==> src/hw/rtl/fwrv_pkg.sv <==
package fwrv_pkg;

    localparam int MAX_FIELDS = 32;
    localparam int CNT_W      = 6;
    localparam int COL_W      = 10;
    localparam int LEN_W      = 11;
    localparam int LINE_W     = 32;
    localparam int WORD_LEN   = 10;
    localparam int TITLE_LEN  = 13;

    localparam logic [3:0] OFS_DOT  = 4'd1;
    localparam logic [3:0] OFS_LAST = 4'd9;

    localparam logic [7:0] CH_LF    = 8'h0A;
    localparam logic [7:0] CH_SPACE = 8'h20;
    localparam logic [7:0] CH_DOT   = 8'h2E;
    localparam logic [7:0] CH_SLASH = 8'h2F;
    localparam logic [7:0] CH_ZERO  = 8'h30;
    localparam logic [7:0] CH_NINE  = 8'h39;

    typedef enum logic [2:0] {
        ST_OK        = 3'd0,
        ST_TITLE     = 3'd1,
        ST_BLANK     = 3'd2,
        ST_LENGTH    = 3'd3,
        ST_SYMBOL    = 3'd4,
        ST_DIGIT     = 3'd5,
        ST_IN_COUNT  = 3'd6,
        ST_SEPARATOR = 3'd7
    } status_t;

    typedef enum logic [2:0] {
        PH_TITLE = 3'b001,
        PH_BLANK = 3'b010,
        PH_DATA  = 3'b100
    } phase_t;

    typedef struct packed {
        logic       req_type;
        logic [7:0] data_byte;
    } in_beat_t;

    typedef struct packed {
        logic [2:0]        status;
        logic [LINE_W-1:0] line_number;
        logic [COL_W-1:0]  position;
    } out_beat_t;

    typedef struct packed {
        logic       valid;
        logic       eof;
        logic [7:0] data;
    } step_t;

    typedef struct packed {
        logic [COL_W-1:0] col;
        logic             title_ok;
        logic             len_ok;
        logic [2:0]       err_kind;
        logic [COL_W-1:0] err_pos;
    } line_sum_t;

    function automatic logic [7:0] title_char(input logic [3:0] idx);
        logic [7:0] ch;
        case (idx)
            4'd0:    ch = 8'h54;
            4'd1:    ch = 8'h52;
            4'd2:    ch = 8'h41;
            4'd3:    ch = 8'h49;
            4'd4:    ch = 8'h4E;
            4'd5:    ch = 8'h49;
            4'd6:    ch = 8'h4E;
            4'd7:    ch = 8'h47;
            4'd8:    ch = 8'h20;
            4'd9:    ch = 8'h44;
            4'd10:   ch = 8'h41;
            4'd11:   ch = 8'h54;
            4'd12:   ch = 8'h41;
            default: ch = 8'h00;
        endcase
        return ch;
    endfunction

    function automatic logic is_digit(input logic [7:0] b);
        return (b >= CH_ZERO) && (b <= CH_NINE);
    endfunction

endpackage

==> src/hw/rtl/fwrv_line_check.sv <==
module fwrv_line_check (
    input  logic                                 aclk,
    input  logic                                 aresetn,
    input  fwrv_pkg::step_t                      step,
    input  fwrv_pkg::phase_t                     phase,
    input  logic                                 active,
    input  logic [fwrv_pkg::CNT_W-1:0]           num_inputs,
    input  logic [fwrv_pkg::CNT_W-1:0]           num_outputs,
    output fwrv_pkg::line_sum_t                  sum
);

    localparam int COL_W = fwrv_pkg::COL_W;
    localparam int LEN_W = fwrv_pkg::LEN_W;
    localparam int CNT_W = fwrv_pkg::CNT_W;

    logic [COL_W-1:0] col_reg, col_next;
    logic [3:0]       ofs_reg, ofs_next;
    logic [COL_W-1:0] wstart_reg, wstart_next;
    logic             title_ok_reg, title_ok_next;
    logic [1:0]       flags_reg, flags_next;
    logic [2:0]       kind_reg, kind_next;
    logic [COL_W-1:0] pos_reg, pos_next;

    logic [CNT_W-1:0] ni, no;
    logic [LEN_W-1:0] in_end, line_len, col_x;
    logic             is_lf, line_end, byte_in, slash_ok;
    logic [1:0]       wf;

    always_comb begin
        ni = (num_inputs > CNT_W'(fwrv_pkg::MAX_FIELDS)) ?
             CNT_W'(fwrv_pkg::MAX_FIELDS) : num_inputs;
        no = (num_outputs > CNT_W'(fwrv_pkg::MAX_FIELDS)) ?
             CNT_W'(fwrv_pkg::MAX_FIELDS) : num_outputs;
        in_end   = LEN_W'(ni) * LEN_W'(fwrv_pkg::WORD_LEN);
        line_len = in_end + LEN_W'(no) * LEN_W'(fwrv_pkg::WORD_LEN) + LEN_W'(1);
        col_x    = {1'b0, col_reg};
        is_lf    = step.data == fwrv_pkg::CH_LF;
        line_end = step.valid && (step.eof || is_lf);
        byte_in  = step.valid && !step.eof && !is_lf;
        slash_ok = col_x < in_end;
        wf       = 2'b00;

        col_next      = col_reg;
        ofs_next      = ofs_reg;
        wstart_next   = wstart_reg;
        title_ok_next = title_ok_reg;
        flags_next    = flags_reg;
        kind_next     = kind_reg;
        pos_next      = pos_reg;

        if (line_end) begin
            col_next      = '0;
            ofs_next      = '0;
            wstart_next   = '0;
            title_ok_next = 1'b1;
            flags_next    = '0;
            kind_next     = fwrv_pkg::ST_OK;
            pos_next      = '0;
        end else if (byte_in) begin
            col_next = (col_reg == '1) ? col_reg : col_reg + COL_W'(1);

            // word offset tracking; separator columns sit between the groups
            if (col_x == in_end) begin
                ofs_next = ofs_reg;
            end else if (col_x == in_end + LEN_W'(1)) begin
                ofs_next    = '0;
                wstart_next = col_reg + COL_W'(1);
            end else if (ofs_reg == fwrv_pkg::OFS_LAST) begin
                ofs_next    = '0;
                wstart_next = col_reg + COL_W'(1);
            end else begin
                ofs_next = ofs_reg + 4'd1;
            end

            if (active && phase == fwrv_pkg::PH_TITLE) begin
                if (col_x >= LEN_W'(fwrv_pkg::TITLE_LEN) ||
                    step.data != fwrv_pkg::title_char(col_reg[3:0])) begin
                    title_ok_next = 1'b0;
                end
            end

            if (active && phase == fwrv_pkg::PH_DATA &&
                kind_reg == fwrv_pkg::ST_OK && col_x < line_len) begin
                if (col_x == in_end) begin
                    if (step.data != fwrv_pkg::CH_SLASH) kind_next = fwrv_pkg::ST_SEPARATOR;
                end else if (col_x == in_end + LEN_W'(1)) begin
                    if (step.data != fwrv_pkg::CH_SPACE) kind_next = fwrv_pkg::ST_SEPARATOR;
                end else if (ofs_reg == '0 && slash_ok && step.data == fwrv_pkg::CH_SLASH) begin
                    kind_next = fwrv_pkg::ST_IN_COUNT;
                    pos_next  = '0;
                end else if (ofs_reg == fwrv_pkg::OFS_DOT) begin
                    if (step.data != fwrv_pkg::CH_DOT) flags_next[0] = 1'b1;
                end else if (ofs_reg == fwrv_pkg::OFS_LAST) begin
                    wf = flags_reg | {1'b0, step.data != fwrv_pkg::CH_SPACE};
                    if (wf[0]) begin
                        kind_next = fwrv_pkg::ST_SYMBOL;
                        pos_next  = wstart_reg + COL_W'(1);
                    end else if (wf[1]) begin
                        kind_next = fwrv_pkg::ST_DIGIT;
                        pos_next  = wstart_reg + COL_W'(1);
                    end
                    flags_next = '0;
                end else if (!fwrv_pkg::is_digit(step.data)) begin
                    flags_next[1] = 1'b1;
                end
            end
        end
    end

    // line summary, with the last word judged by the implied trailing space
    always_comb begin
        sum.col      = col_reg;
        sum.title_ok = title_ok_reg;
        sum.len_ok   = col_x == line_len;
        sum.err_kind = kind_reg;
        sum.err_pos  = pos_reg;
        if (sum.len_ok && kind_reg == fwrv_pkg::ST_OK && no != '0) begin
            if (flags_reg[0]) begin
                sum.err_kind = fwrv_pkg::ST_SYMBOL;
                sum.err_pos  = wstart_reg + COL_W'(1);
            end else if (flags_reg[1]) begin
                sum.err_kind = fwrv_pkg::ST_DIGIT;
                sum.err_pos  = wstart_reg + COL_W'(1);
            end
        end
    end

    always_ff @(posedge aclk) begin
        if (!aresetn) begin
            col_reg      <= '0;
            ofs_reg      <= '0;
            wstart_reg   <= '0;
            title_ok_reg <= 1'b1;
            flags_reg    <= '0;
            kind_reg     <= fwrv_pkg::ST_OK;
            pos_reg      <= '0;
        end else begin
            col_reg      <= col_next;
            ofs_reg      <= ofs_next;
            wstart_reg   <= wstart_next;
            title_ok_reg <= title_ok_next;
            flags_reg    <= flags_next;
            kind_reg     <= kind_next;
            pos_reg      <= pos_next;
        end
    end

endmodule

==> src/hw/rtl/fwrv_file_status.sv <==
module fwrv_file_status (
    input  logic                aclk,
    input  logic                aresetn,
    input  fwrv_pkg::step_t     step,
    input  fwrv_pkg::line_sum_t sum,
    output fwrv_pkg::phase_t    phase,
    output logic                active,
    output fwrv_pkg::out_beat_t result
);

    localparam int COL_W  = fwrv_pkg::COL_W;
    localparam int LINE_W = fwrv_pkg::LINE_W;

    fwrv_pkg::phase_t  phase_reg, phase_next, phase_fin;
    logic [LINE_W-1:0] cnt_reg, cnt_next, cnt_fin, lineno;
    logic [2:0]        st_reg, st_next, st_fin;
    logic [LINE_W-1:0] ln_reg, ln_next, ln_fin;
    logic [COL_W-1:0]  pos_reg, pos_next, pos_fin;
    logic              fin;

    always_comb begin
        fin = step.valid && ((!step.eof && step.data == fwrv_pkg::CH_LF) ||
                             (step.eof && sum.col != '0));
        lineno = (cnt_reg == '1) ? cnt_reg : cnt_reg + LINE_W'(1);

        st_fin    = st_reg;
        ln_fin    = ln_reg;
        pos_fin   = pos_reg;
        cnt_fin   = cnt_reg;
        phase_fin = phase_reg;

        if (fin) begin
            if (st_reg == fwrv_pkg::ST_OK) begin
                case (phase_reg)
                    fwrv_pkg::PH_TITLE: begin
                        if (!(sum.title_ok && sum.col == COL_W'(fwrv_pkg::TITLE_LEN))) begin
                            st_fin = fwrv_pkg::ST_TITLE;
                            ln_fin = lineno;
                        end
                    end
                    fwrv_pkg::PH_BLANK: begin
                        if (sum.col != '0) begin
                            st_fin = fwrv_pkg::ST_BLANK;
                            ln_fin = lineno;
                        end
                    end
                    fwrv_pkg::PH_DATA: begin
                        if (!sum.len_ok) begin
                            st_fin = fwrv_pkg::ST_LENGTH;
                            ln_fin = lineno;
                        end else if (sum.err_kind != fwrv_pkg::ST_OK) begin
                            st_fin  = sum.err_kind;
                            ln_fin  = lineno;
                            pos_fin = sum.err_pos;
                        end
                    end
                    default: st_fin = st_reg;
                endcase
            end
            cnt_fin = lineno;
            case (phase_reg)
                fwrv_pkg::PH_TITLE: phase_fin = fwrv_pkg::PH_BLANK;
                default:            phase_fin = fwrv_pkg::PH_DATA;
            endcase
        end

        result.status      = st_fin;
        result.line_number = ln_fin;
        result.position    = pos_fin;
        if (st_fin == fwrv_pkg::ST_OK) begin
            if (cnt_fin == '0) begin
                result.status      = fwrv_pkg::ST_TITLE;
                result.line_number = LINE_W'(1);
                result.position    = '0;
            end else if (cnt_fin == LINE_W'(1)) begin
                result.status      = fwrv_pkg::ST_BLANK;
                result.line_number = LINE_W'(2);
                result.position    = '0;
            end
        end

        if (step.valid && step.eof) begin
            phase_next = fwrv_pkg::PH_TITLE;
            cnt_next   = '0;
            st_next    = fwrv_pkg::ST_OK;
            ln_next    = '0;
            pos_next   = '0;
        end else begin
            phase_next = phase_fin;
            cnt_next   = cnt_fin;
            st_next    = st_fin;
            ln_next    = ln_fin;
            pos_next   = pos_fin;
        end
    end

    assign phase  = phase_reg;
    assign active = st_reg == fwrv_pkg::ST_OK;

    always_ff @(posedge aclk) begin
        if (!aresetn) begin
            phase_reg <= fwrv_pkg::PH_TITLE;
            cnt_reg   <= '0;
            st_reg    <= fwrv_pkg::ST_OK;
            ln_reg    <= '0;
            pos_reg   <= '0;
        end else begin
            phase_reg <= phase_next;
            cnt_reg   <= cnt_next;
            st_reg    <= st_next;
            ln_reg    <= ln_next;
            pos_reg   <= pos_next;
        end
    end

endmodule

==> src/hw/rtl/fixed_width_record_validator.sv <==
// Streaming checker for a training-data text file.
// s_ channel: one beat per file byte (req_type 0) or an end-of-file beat
// (req_type 1). A 0x0A byte closes a line. Only the end-of-file beat yields
// a result on the m_ channel: status, line of the first error and the
// start column of the faulty word.
// APB port: num_inputs at 0x0, num_outputs at 0x4 (6 bits each, reset 1);
// write them only while no beat is in flight.
// Throughput: one beat per cycle, data and end of file alike, but for the
// stall below. A beat passes through the input register; the result of an
// end-of-file beat is then registered and shows on m_valid.
// Stall: while a result waits for m_ready, byte beats still flow; a second
// end-of-file beat waits in the input register, and s_ready drops only then.
// Reset: registers return to 1, all line and error state clears, no result.
// After each end-of-file beat the checker starts over from the title line.
module fixed_width_record_validator (
    input  logic                aclk,
    input  logic                aresetn,
    input  logic                s_valid,
    output logic                s_ready,
    input  fwrv_pkg::in_beat_t  s_data,
    output logic                m_valid,
    input  logic                m_ready,
    output fwrv_pkg::out_beat_t m_data,
    input  logic                psel,
    input  logic                penable,
    input  logic                pwrite,
    input  logic [2:0]          paddr,
    input  logic [31:0]         pwdata,
    output logic [31:0]         prdata,
    output logic                pready
);

    localparam int CNT_W = fwrv_pkg::CNT_W;

    logic [CNT_W-1:0]    num_inputs_reg, num_inputs_next;
    logic [CNT_W-1:0]    num_outputs_reg, num_outputs_next;
    logic                in_valid_reg, in_valid_next;
    fwrv_pkg::in_beat_t  in_beat_reg, in_beat_next;
    logic                m_valid_reg, m_valid_next;
    fwrv_pkg::out_beat_t m_data_reg, m_data_next;

    logic                advance, cfg_wr;
    fwrv_pkg::step_t     step;
    fwrv_pkg::phase_t    phase;
    logic                active;
    fwrv_pkg::line_sum_t sum;
    fwrv_pkg::out_beat_t result;

    assign pready  = 1'b1;
    assign cfg_wr  = psel && penable && pwrite;
    assign prdata  = paddr[2] ? {{(32-CNT_W){1'b0}}, num_outputs_reg}
                              : {{(32-CNT_W){1'b0}}, num_inputs_reg};

    assign advance = !in_beat_reg.req_type || !m_valid_reg || m_ready;
    assign s_ready = !in_valid_reg || advance;

    assign step.valid = in_valid_reg && advance;
    assign step.eof   = in_beat_reg.req_type;
    assign step.data  = in_beat_reg.data_byte;

    fwrv_line_check u_line (
        .aclk        (aclk),
        .aresetn     (aresetn),
        .step        (step),
        .phase       (phase),
        .active      (active),
        .num_inputs  (num_inputs_reg),
        .num_outputs (num_outputs_reg),
        .sum         (sum)
    );

    fwrv_file_status u_status (
        .aclk    (aclk),
        .aresetn (aresetn),
        .step    (step),
        .sum     (sum),
        .phase   (phase),
        .active  (active),
        .result  (result)
    );

    always_comb begin
        num_inputs_next  = num_inputs_reg;
        num_outputs_next = num_outputs_reg;
        if (cfg_wr) begin
            if (paddr[2]) num_outputs_next = pwdata[CNT_W-1:0];
            else          num_inputs_next  = pwdata[CNT_W-1:0];
        end

        in_valid_next = in_valid_reg;
        in_beat_next  = in_beat_reg;
        if (s_valid && s_ready) begin
            in_valid_next = 1'b1;
            in_beat_next  = s_data;
        end else if (step.valid) begin
            in_valid_next = 1'b0;
        end

        m_valid_next = m_valid_reg;
        m_data_next  = m_data_reg;
        if (step.valid && step.eof) begin
            m_valid_next = 1'b1;
            m_data_next  = result;
        end else if (m_ready) begin
            m_valid_next = 1'b0;
        end
    end

    always_ff @(posedge aclk) begin
        if (!aresetn) begin
            num_inputs_reg  <= CNT_W'(1);
            num_outputs_reg <= CNT_W'(1);
            in_valid_reg    <= 1'b0;
            m_valid_reg     <= 1'b0;
        end else begin
            num_inputs_reg  <= num_inputs_next;
            num_outputs_reg <= num_outputs_next;
            in_valid_reg    <= in_valid_next;
            m_valid_reg     <= m_valid_next;
        end
        in_beat_reg <= in_beat_next;
        m_data_reg  <= m_data_next;
    end

    assign m_valid = m_valid_reg;
    assign m_data  = m_data_reg;

`ifndef SYNTHESIS
    a_result_from_eof: assert property (@(posedge aclk) disable iff (!aresetn)
        $rose(m_valid_reg) |-> $past(in_valid_reg && in_beat_reg.req_type))
        else $error("result without end-of-file beat");

    a_ok_is_clean: assert property (@(posedge aclk) disable iff (!aresetn)
        (m_valid_reg && m_data_reg.status == fwrv_pkg::ST_OK) |->
        (m_data_reg.line_number == '0 && m_data_reg.position == '0))
        else $error("success result carries line or position");

    a_pos_kind: assert property (@(posedge aclk) disable iff (!aresetn)
        (m_valid_reg && m_data_reg.position != '0) |->
        (m_data_reg.status == fwrv_pkg::ST_SYMBOL ||
         m_data_reg.status == fwrv_pkg::ST_DIGIT))
        else $error("position set for a non-word error");

    a_in_hold: assert property (@(posedge aclk) disable iff (!aresetn)
        (in_valid_reg && !advance) |=> (in_valid_reg && $stable(in_beat_reg)))
        else $error("stalled input beat lost");
`endif

endmodule

==> config.mk <==
export PLATFORM = sky130hd
export DESIGN_NAME = fixed_width_record_validator
export DESIGN_NICKNAME = d
export VERILOG_FILES = /design/src/hw/rtl/fwrv_pkg.sv /design/src/hw/rtl/fwrv_line_check.sv /design/src/hw/rtl/fwrv_file_status.sv /design/src/hw/rtl/fixed_width_record_validator.sv
export SDC_FILE = /design/constraint.sdc
export NUM_CORES = 1
export LEC_CHECK = 0
export ABC_AREA = 1
export BUFFER_PORTS_ARGS = -buffer_cell sky130_fd_sc_hd__buf_2
export CAP_MARGIN = 20
export CORE_UTILIZATION = 30
export CTS_BUF_LIST = sky130_fd_sc_hd__clkbuf_8
export CTS_CLUSTER_SIZE = 28
export DETAILED_ROUTE_END_ITERATION = 10
export GPL_ROUTABILITY_DRIVEN = 0
export PLACE_DENSITY = 0.47
export SETUP_SLACK_MARGIN = 0.15
export SLEW_MARGIN = 10
export SYNTH_ARGS = -nofsm -noshare
export SYNTH_HDL_FRONTEND = slang
export SYNTH_SLANG_ARGS = --single-unit
export TNS_END_PERCENT = 100
==> constraint.sdc <==
create_clock -name aclk -period 6.5 [get_ports aclk]
set_clock_uncertainty 0.2 [all_clocks]
set_input_delay 0.975 -clock aclk [delete_from_list [all_inputs] [get_ports aclk]]
set_output_delay 0.975 -clock aclk [all_outputs]
set_load 0.005 [all_outputs]
Word level (Yosys, flattened, before mapping)

Memory sizes are Yosys's and may differ from the RTL's. A register that Yosys moved wholly into a read port is not among the register bits.
Index checks and enable logic that the tools add are counted.

Add/subtract/negate cells: 7
$mul: 2
Order comparisons: 7
Eq/ne operators: 24
Mux-type cells: 63
Bitwise logic cells: 8
Reduce and logical (&&, ||, !) cells: 59

Operators with widths:

| kind                                                               | count |
|---|---|
| 32-bit 2-to-1 mux                                                  | 8 |
| 45-bit 2-to-1 mux                                                  | 3 |
| 10-bit 2-to-1 mux                                                  | 12 |
| 32-bit case mux with 3 select lines                                | 1 |
| 3-bit 2-to-1 mux                                                   | 16 |
| 13-bit 2-to-1 mux                                                  | 3 |
| 32-bit by 1-bit adder with 32-bit output, second input constant    | 1 |
| 32-bit by 1-bit == test with 1-bit output, second input constant   | 1 |
| 32-bit == test, second input constant                              | 1 |
| 32-bit zero test                                                   | 1 |
| 7-bit AND reduction                                                | 4 |
| 8-bit 2-to-1 mux                                                   | 3 |
| 8-bit by 6-bit != test with 1-bit output, second input constant    | 3 |
| 10-bit by 11-bit == test with 1-bit output                         | 2 |
| 1-bit logical AND                                                  | 21 |
| 10-bit by 1-bit adder with 10-bit output, second input constant    | 2 |
| 6-bit by 3-bit multiplier with 9-bit output, second input constant | 2 |
| 6-bit 2-to-1 mux                                                   | 3 |
| 4-bit 2-to-1 mux                                                   | 4 |
| 6-bit > comparator, second input constant                          | 2 |
| 10-bit by 1-bit adder with 11-bit output, second input constant    | 1 |
| 10-bit by 10-bit adder with 11-bit output                          | 1 |
| 11-bit by 1-bit adder with 11-bit output, second input constant    | 1 |
| 10-bit by 11-bit less-than comparator with 1-bit output            | 1 |
| other kinds (37)                                                   | 73 |

Flip-flop bits (word level): 188
Memory bits (read-only): 112
Input bits: 51
Memories kept: 1

Memories:

| memory          | words | width | rd ports | clocked after Yosys merged registers in | wr ports | line           | source |
|---|---|---|---|---|---|---|---|
| (no name shown) | 16    | 7     | 1        | 1                                       | 0        | fwrv_pkg.sv:65 | `case (idx)` |

Logic depth before layout (Yosys ltp)

Gate-level depths: netlist of the first run.

Depth after elaboration: 18
Gate-level depth with buffers: 37

Cells and area by module

A second synthesis of the first run with hierarchy kept.

Cells, all modules: 1722
Area total of the unflattened synthesis: 11850.1 µm²

Modules (own cells, without submodules):

| module                       | times used | cells each | area an instance (µm²) | seq. area each (µm²) |
|---|---|---|---|---|
| fwrv_file_status             | 1          | 847        | 4923.5                 | 1601.5 |
| fwrv_line_check              | 1          | 684        | 4385.5                 | 940.9 |
| fixed_width_record_validator | 1          | 191        | 2541.2                 | 1901.8 |

Least setup slack after synthesis of the first run

OpenSTA, ideal clock, no wires.

Path type: flip-flop to flip-flop
Start: register num_inputs_reg[2]
End: register m_data_reg (netlist bit m_data[35]) (data pin)
Arrival: 4516 ps
Setup slack: 1526 ps
Cell stages (with the launch flop): 31
Buffers on the path: 1
Clock period less this slack: 4974 ps
Path through: dfxtp_1 > nor2_1 > nand3_1 > nand2_1 > inv_1 > nor2_1 > ha_1 > ha_1 > inv_1 > fa_1 > inv_1 > ha_1 > a21oi_1 > nand3_1 > a31oi_1 > xor2_1 > ha_1 > nand2_1 > nor2_1 > nand3_1 > nor2_1 > inv_1 > nor2_2 > nand3_1 > nand2_1 > nand2_1 > buf_2 > nand2_1 > o21ai_0 > a21oi_1 > nor2_2

RTL lines:

| item                     | line                                | source |
|---|---|---|
| start: declaration       | fixed_width_record_validator.sv:35  | `logic [CNT_W-1:0] num_inputs_reg, num_inputs_next;` |
| start signal: assignment | fixed_width_record_validator.sv:116 | `num_inputs_reg <= num_inputs_next;` |
| end signal: assignment   | fixed_width_record_validator.sv:122 | `m_data_reg <= m_data_next;` |
| end: declaration         | fixed_width_record_validator.sv:40  | `fwrv_pkg::out_beat_t m_data_reg, m_data_next;` |

==> out/qor.yml, run 1 <==
synthesis:
  synth_edf_count: 54
  synth-async-reset-ratio: 0
  yosys-top-cells-count: "397 x nand2_1, 257 x nor2_1, 215 x inv_1"
  synth-simple-area-share: 0.2921
  yosysSeqAreaShare: 0.3763
  ys_warn_count: 0
  synth_area_leaders: "dfxtp_1 24%, edfxtp_1 14%, nand2_1 13%"
  synth_ff_type: "dfxtp_1"
  synth_fa_ha_area_frac: 0.05488
  synth_top_family_by_area: "simple AND/OR/NAND/NOR gates"
  synthXorXnorAreaFrac: 0.02447
  yosysMostFrequentCell: "nand2_1"
  syn_avg_cell_area_um2: 7.038
  netlist.area_leader.share: 0.2390
  synth_compound_area_frac: 0.1213
  yosys.area.top_type: "dfxtp_1"
  synth.distinct_cells: 55
  muxShareOfSynthArea: 0.01737
  ys_seq_elements: 195
  syn_inst: 1678
  syn_area_um2: 11810
timing:
  fmax_mhz: 173.9
  tns_ps: 0
  period_share: 0.8847
  tightest_slew_ps: 936.3
  layout_setup_ws_ps: 749.3
  slew_headroom: 0.3743
  min_period_ps: 5751
  hold_viol_final: 0
  drv_slew: 0
  finalSetupViolations: 0
  rsz0062_at_grt: "no"
setup_path:
  reg2regPathDepth: 30
  worstPathArrival_ps: 5820
  crit_required_ps: 6570
  reg2reg_from: "num_inputs_reg[4]"
  critPathMaxStageDelay_ps: 440
  r2r-end: "m_data[19]"
  r2r_slack_ps: 750
  cp_slowest_cell: "fa_1"
  crit_buf_inv: 6
  cp_max_fo: 16
  cp.depth: 30
  endpoint_kind: "flop"
  startpoint: "num_inputs_reg[4]"
  cp-endpoint: "m_data[19]"
  start_kind: "flop"
  crit_type: "reg2reg"
  crit_family: "simple AND/OR/NAND/NOR gates"
route:
  viasPerCell: 4.639
  num_vias: 10540
  routedWlPerCell_um: 14.45
  postRouteAntennaNets: 0
  firstDrtPassIters: 6
  drc: 0
  totalWireLength_um: 32830
  drt_iter0_markers: 574
pwr:
  finalPower_mw: 2.436
  ir_drop_mv: 0.1233
  power.density_nw_per_um2: 187.4
  leakage_nw: 5.729
clocking:
  post_cts_resized: 0
  cts-root-buf: "clkbuf_8"
  clk-insertion-delay-late_ps: 520
  cts_made_buffers: 17
  clock_path_buffers: 2
  ctsHtreeMaxLevel: 4
  clkTransAtPathRegs_ps: 110
  cts_tree: "yes"
  clock_sinks: 195
  postCtsSetupBuffers: 0
  postCtsHoldBufs: 0
placement:
  dp_hpwl_um: 25210
  dp_cells: 2239
  io_buffer_count: 75
  pre_cts_ws_ps: 594.7
die:
  start_util: 0.3049
  dieHeight_um: 200.4
  dieArea_um2: 40160
  boundaryPins: 131
  die_x_um: 200.4
  core_area_um2: 38740
  placementRows: 72
final_layout:
  drive_gt1_frac: 0.1083
  diodes: 0
  instances_no_fill: 2272
  fillers: 4253
  fin_nets: 1842
  area_delta_synth_final_pct: 10.05
  largest_register_ffs: 45
global_routing:
  first_global_vias: 10250
  grt_overflow_total: 0
  met1_usage: 0.1973
  use_met3: 0.02500
  met2_usage: 0.3039
  grt_pass1_wl_um: 52940
  grt_start_max_net_pins: 59
  track_usage: 0.1656
  top_usage_layer: "met2"
  antenna_found_initial: 1
run:
  max_cap_violations: 0
outcome:
  status: "complete, no violations"
min_path:
  min_path_type: "reg2reg"
## stage by stage
step           hold WS [ps]  utilization  instance area (um2)
2_1_floorplan         225.5            -                11910
3_3_place_gp          235.1       0.3249                12590
3_5_place_dp          241.8       0.3249                12590
4_1_cts               256.5       0.3348                12970
5_1_grt               282.5       0.3355                13000
6_report              253.3       0.3355                13000
## area by class of cell
type	count	area, um2	area share
flip-flops and latches	195	4444	0.3419
clock buffers	17	234.0	0.01800
repair buffers	90	533.0	0.04101
multi-input cells	1213	6148	0.4730
inverters	224	842.1	0.06479
clock inverters	15	147.6	0.01136
well taps	518	648.1	0.04987
## cell usage in the layout, fill, tap and decap left out, types with 14 or more instances in the layout
cell type,count
a21oi_1,96
buf_2,75
clkbuf_8,17
conb_1,29
dfxtp_1,141
edfxtp_1,54
ha_1,47
inv_1,215
mux2i_1,16
nand2_1,396
nand3_1,82
nor2_1,256
nor2_2,36
nor3_1,14
o21ai_0,89
xor2_1,25
## metal layers
metal	wire length [um]	share of wire
met3	1043	0.032
met4	691	0.021
met5	0	0
met2	16510	0.50
met1	14590	0.44
## power breakdown
| part | switching [mW] | leakage, nW | internal [mW] |
|---|---|---|---|
| clock network | 0.510 | 0.198 | 0.284 |
| registers | 0.0242 | 1.66 | 1.28 |
| logic | 0.233 | 3.87 | 0.109 |
| total | 0.767 | 5.73 | 1.67 |
## tightest hold or removal path, delay by kind of cell, from the launching register on
| kind | cells | cell delay, ps |
|---|---|---|
| flip-flops | 1 | 310 |
| buffers and inverters | 1 | 60 |
| AO/OA/AOI/OAI | 1 | 50 |
## cell families after synthesis
logic type	after synthesis
adder cells (fa/ha/maj)	50
XOR/XNOR	33
flip-flops	195
other	2
multiplexers	20
AO/OA/AOI/OAI	256
AND/OR/NAND/NOR	825
buffers and inverters	297
## worst min path at each step
stage	cells after the start	slack, ps	to	startpoint
floorplan	2	230	u_line.title_ok_reg	u_line.title_ok_reg
global placement	2	240	u_line.pos_reg[9]	u_line.pos_reg[9]
detailed placement	2	240	u_line.pos_reg[4]	u_line.pos_reg[4]
CTS	2	260	u_line.pos_reg[4]	u_line.pos_reg[4]
global route	2	280	u_line.pos_reg[7]	u_line.pos_reg[7]
finish	2	250	u_line.pos_reg[4]	u_line.pos_reg[4]
No activity file was read; power rests on OpenSTA's default activity.
==> run 2, diff against run 1 <==
PLACE_DENSITY = unset   (was 0.47)
clock period = 5.05 ns   (was 6.5 ns; I/O delays follow)
==> run 2 against run 1 <==
  * The flow now finishes with violations (setup timing)
  * Critical endpoint is now m_data[4]
  * Hold slack lost 21 ps
  * Maximum frequency grew 12%
  * Highest routed layer unchanged
  * Routed wire length is essentially flat
  * Worst setup slack lost 840 ps
  * Critical path depth grew 2
==> out/qor.yml, run 2 (same netlist as run 1, synthesis figures left out) <==
placement:
  placed_area_um2: 13150  # +4.5%
  io_buffer_count: 75  # unchanged
  dp_hpwl_um: 23770  # -5.7%
  pre_cts_ws_ps: -197.5  # -792.3 ps
  dp_cells: 2314  # +3.3%
die:
  placementRows: 72  # unchanged
  start_util: 0.3049  # unchanged
  boundaryPins: 131  # unchanged
  dieHeight_um: 200.4  # unchanged
  core_area_um2: 38740  # unchanged
  die_x_um: 200.4  # unchanged
  dieArea_um2: 40160  # unchanged
final_layout:
  fillers: 4065  # -4.4%
  instances_no_fill: 2376  # +4.6%
  final_common_cell: "nand2_1"
  final_area_um2: 14480  # +11%
  fin_nets: 1946  # +5.6%
  area_delta_synth_final_pct: 22.60
  fin_util: 0.3738  # +0.03824
  diodes: 0  # unchanged
  drive_gt1_frac: 0.2115  # +0.1032
  final_cell_mix: "382 x nand2_1, 239 x nor2_1, 208 x inv_1"
  largest_register_ffs: 45  # unchanged
timing:
  hold_viol_final: 0  # unchanged
  slew_headroom: 0.2947  # -0.07961
  period_share: 1.017  # +0.1325
  min_period_ps: 5137  # -613.6 ps
  fmax_mhz: 194.7  # +12%
  finalSetupViolations: 34  # +34
  tns_ps: -1210  # -1210 ps
  layout_setup_ws_ps: -87.15  # -836.4 ps
  fin_hold_ws_ps: 232.5  # -20.80 ps
  drv_slew: 0  # unchanged
  tightest_slew_ps: 1056  # +120.1 ps
  rsz0062_at_grt: "yes"
global_routing:
  antenna_found_initial: 0  # -1
  grt_overflow_total: 0  # unchanged
  grt_pass1_wl_um: 52230  # -1.3%
  grt_start_max_net_pins: 51  # -14%
  first_global_vias: 10840  # +5.8%
  track_usage: 0.1606  # -0.005021
pwr:
  p_sw_frac: 0.3085  # -0.006388
  leakage_nw: 6.265  # +9.4%
  internal_power_mw: 2.238  # +34%
  finalPower_mw: 3.236  # +33%
  power.density_nw_per_um2: 223.5  # +19%
  clkPwrFrac: 0.296  # -0.030
  p_comb_frac: 0.186  # +0.046
  netSwitchingPower_uw: 998.3  # +30%
  p_seq_frac: 0.518  # -0.016
  ir_drop_mv: 0.1986  # +61%
route:
  drc: 0  # unchanged
  viasPerCell: 4.717  # +1.7%
  num_vias: 11210  # +6.3%
  routedWlPerCell_um: 13.83  # -4.3%
  drt_iter0_markers: 735  # +28%
  postRouteAntennaNets: 0  # unchanged
  totalWireLength_um: 32850  # about the same
  firstDrtPassIters: 5  # -1
clocking:
  postCtsHoldBufs: 0  # unchanged
  cts_tree: "yes"
  clock_path_buffers: 2  # unchanged
  cts_made_buffers: 17  # unchanged
  clkTransAtPathRegs_ps: 100  # about the same
  clock_sinks: 195  # unchanged
  cts-root-buf: "clkbuf_8"
  ctsHtreeMaxLevel: 4  # unchanged
  clk-insertion-delay-late_ps: 510  # about the same
setup_path:
  r2r-end: "m_data[4]"
  crit_required_ps: 5110  # -1460 ps
  critPathMaxStageDelay_ps: 530  # +90 ps
  start_kind: "flop"
  crit_family: "adder cells"
  cp_slowest_cell: "fa_1"
  crit_buf_inv: 7  # +1
  r2r_slack_ps: -90  # -840 ps
  crit_type: "reg2reg"
  reg2reg_from: "num_inputs_reg[3]"
  cpMostUsedCell: "nor2_4"
  reg2regPathDepth: 32  # +6.7%
  cp_max_fo: 5  # -11
  endpoint_kind: "flop"
  worstPathArrival_ps: 5200  # -620 ps
min_path:
  min_path_type: "in2reg"
  hp-start: "s_data[3]"
  hold_end: "in_beat_reg[3]"
  whs_path_depth: 1  # -1
run:
  max_cap_violations: 0  # unchanged
outcome:
  status: "finished, violations left"
  violations: "setup timing"
==> run 2: changes by cell type in the layout (fill, tap and decap cells not counted), sizes merged <==
| cell | change |
|---|---|
| clkinvlp | +1 |
| buf | +101 |
| clkbuf | +3 |
| inv | -1 |
==> run 2: final cells by class <==
class                           count  area, um2  share of cell area
Multi-Input combinational cell   1213       6721              0.4642
Clock buffer                       17      234.0             0.01616
Inverter                          224      847.1             0.05850
Tap cell                          518      648.1             0.04476
Clock inverter                     15      115.1            0.007950
Timing Repair Buffer              194       1461              0.1009
Sequential cell                   195       4452              0.3075
==> run 2: how the worst max path moves through the flow <==
stage	start	to	slack [ps]	depth (start not counted)
2_1_floorplan	num_inputs_reg[2]	m_data[35]	160	30
3_3_place_gp	num_outputs_reg[0]	m_data[24]	-90	32
3_5_place_dp	num_outputs_reg[0]	m_data[24]	-200	32
4_1_cts	num_inputs_reg[3]	m_data[26]	-20	35
6_report	num_inputs_reg[3]	m_data[4]	-90	32
5_1_grt	num_outputs_reg[1]	m_data[18]	-350	32
==> run 2: timing repair <==
item,in CTS,in global routing
gates cloned,3,4
pin swaps,20,11
setup buffers,15,8
setup endpoints to repair,95,103
resized for setup,75,105
==> run 2: metal layers <==
layer	up-vias	wire length, um	track usage
met5	-	0	0
met4	0	1232	0.06461
met3	72	1355	0.02516
met2	277	16220	0.2899
met1	5177	14040	0.1888
li1	5681	-	-
==> run 2: power groups by stage <==
stage | logic (mW) | registers, mW | clock network (mW)
6_report | 0.603 | 1.67 | 0.958
4_1_cts | 0.544 | 1.67 | 0.993
3_5_place_dp | 0.483 | 1.71 | 0
5_1_grt | 0.664 | 1.68 | 1.04
2_1_floorplan | 0.341 | 1.70 | 0
3_3_place_gp | 0.474 | 1.71 | 0
==> run 3, diff against run 2 <==
CORE_ASPECT_RATIO = 1.1   (was unset)
GPL_TIMING_DRIVEN = 1   (was unset)
SETUP_SLACK_MARGIN = unset   (was 0.15)
==> run 3 against run 2 <==
  * The flow still finishes with violations (setup timing)
  * Hold slack got worse by 22 ps
  * Via count decreased by 0.97%
  * Global-route usage grew 0.095 points
  * First-iteration DRC count down 6.1%
  * Power grew 1.8%
  * Critical path type unchanged
  * Critical endpoint is now m_data[28]
==> out/qor.yml, run 3 (same netlist as run 1, synthesis figures left out) <==
clocking:
  clock_sinks: 195  # unchanged
  clkTransAtPathRegs_ps: 110  # about the same
  cts-root-buf: "clkbuf_8"
  ctsHtreeMaxLevel: 4  # unchanged
  clk-insertion-delay-late_ps: 520  # about the same
  cts_made_buffers: 17  # unchanged
  cts_tree: "yes"
  clock_path_buffers: 2  # unchanged
route:
  postRouteAntennaNets: 0  # unchanged
  num_vias: 11100  # -0.97%
  viasPerCell: 4.723  # +0.12%
  drc: 0  # unchanged
  drt_iter0_markers: 690  # -6.1%
  totalWireLength_um: 33190  # +1.0%
  routedWlPerCell_um: 14.12  # +2.1%
  firstDrtPassIters: 5  # unchanged
setup_path:
  worstPathArrival_ps: 5290  # +90 ps
  endpoint_kind: "flop"
  crit_type: "reg2reg"
  critPathMaxStageDelay_ps: 510  # -20 ps
  crit_required_ps: 5120  # about the same
  cp_slowest_cell: "fa_2"
  cp_max_fo: 10  # +5
  start_kind: "flop"
final_layout:
  fin_nets: 1938  # -0.41%
  diodes: 0  # unchanged
  drive_gt1_frac: 0.2195  # +0.007942
  fillers: 4003  # -1.5%
  final_cell_mix: "381 x nand2_1, 226 x nor2_1, 206 x inv_1"
  instances_no_fill: 2350  # -1.1%
  area_delta_synth_final_pct: 22.78
  final_common_cell: "nand2_1"
  largest_register_ffs: 45  # unchanged
min_path:
  min_path_type: "in2reg"
die:
  boundaryPins: 131  # unchanged
  die_x_um: 191.2  # -4.6%
  placementRows: 75  # +4.2%
  core_area_um2: 38470  # -0.68%
  start_util: 0.3070  # +0.002082
  dieHeight_um: 210.1  # +4.8%
  dieArea_um2: 40160  # about the same
timing:
  min_period_ps: 5221  # +84.06 ps
  hold_viol_final: 0  # unchanged
  fmax_mhz: 191.5  # -1.6%
  drv_slew: 0  # unchanged
  slew_headroom: 0.3248  # +0.03012
  rsz0062_at_grt: "yes"
  period_share: 1.034  # +0.01665
  finalSetupViolations: 52  # +53%
  tns_ps: -6430  # -5220 ps
  layout_setup_ws_ps: -171.2  # -84.06 ps
  tightest_slew_ps: 1013  # -43.63 ps
run:
  max_cap_violations: 0  # unchanged
global_routing:
  met2_usage: 0.3005  # +0.01054
  track_usage: 0.1615  # +0.0009471
  met1_usage: 0.1796  # -0.009181
  grt_start_max_net_pins: 51  # unchanged
  top_usage_layer: "met2"
  grt_overflow_total: 0  # unchanged
  antenna_found_initial: 0  # unchanged
  first_global_vias: 10430  # -3.8%
  use_met3: 0.02547  # +0.0003122
  grt_pass1_wl_um: 51090  # -2.2%
outcome:
  violations: "setup timing"
  status: "finished, violations left"
pwr:
  leakage_nw: 6.235  # -0.48%
  power.density_nw_per_um2: 227.3  # +1.7%
  ir_drop_mv: 0.1945  # -2.0%
placement:
  dp_hpwl_um: 24410  # +2.7%
  dp_cells: 2295  # -0.82%
  io_buffer_count: 75  # unchanged
-- run 3: changes by cell type in the layout (fill, tap and decap cells not counted), moves of 4 or more --
cell      delta
a21oi_1      -5
nor2_1      -13
nor2_2      +16
buf_4        -8
clkinv_8     +4
o21ai_2      -5
o21ai_0      +4
a21oi_2      +4
-- run 3: layer usage --
layer / wire [um] / vias to the layer above
li1: - / 5661
met1: 13580 / 5138
met2: 17300 / 234
met3: 1153 / 65
met4: 1144 / 0
met5: 0 / -
-- run 3: power by group --
group | total (mW) | leakage (nW) | internal, mW | switching [mW]
clock network | 1.04 | 0.202 | 0.372 | 0.668
registers | 1.67 | 1.66 | 1.64 | 0.0308
logic | 0.583 | 4.37 | 0.230 | 0.353
-- run 3: repair_timing --
action | CTS | global route
pin swaps | 17 | 21
hold endpoints to repair | 0 | 0
hold buffers | 0 | 0
setup buffers | 7 | 11
setup endpoints to repair | 94 | 101
gates resized for setup | 52 | 136
gates cloned | 1 | 5
-- run 3: stage by stage --
stage	total power, mW	hold WS, ps	util	setup slack [ps]	instance area, um2
after floorplan	2.040	225.5	-	76.23	11910
after global placement	2.191	233.2	0.3415	-200.7	13140
after detailed placement	2.200	242.0	0.3415	-256.5	13140
after CTS	3.244	181.5	0.3586	-20.45	13800
after global routing	3.447	173.4	0.3769	-401.7	14500
final	3.296	210.4	0.3769	-171.2	14500
-- run 3: layout make-up --
class	instances	area, um2	share of cell area
Sequential cell	195	4451	0.3069
Clock buffer	17	234.0	0.01614
Clock inverter	15	163.9	0.01130
Multi-Input combinational cell	1213	6789	0.4682
Tap cell	500	625.6	0.04314
Inverter	224	847.1	0.05842
Timing Repair Buffer	186	1390	0.09587
-- run 3: worst max-delay path: cells and delay by family, from the launching register on --
| family | cells | cell delay [ps] |
|---|---|---|
| XOR/XNOR | 1 | 170 |
| adder cells (fa/ha/maj) | 5 | 1480 |
| AND/OR/NAND/NOR | 18 | 1800 |
| buffers and inverters | 6 | 510 |
| AO/OA/AOI/OAI | 3 | 420 |
| flip-flops | 1 | 340 |
-- run 3: worst paths after layout --
check,startpoint,to,slack [ps],cells past startpoint
worst min-delay path,s_data[1],in_beat_reg[1],210,1
worst max register to register,num_outputs_reg[1],m_data[28],-170,33
worst max-delay path,num_outputs_reg[1],m_data[28],-170,33
worst min register to register,u_line.pos_reg[4],u_line.pos_reg[4],260,2
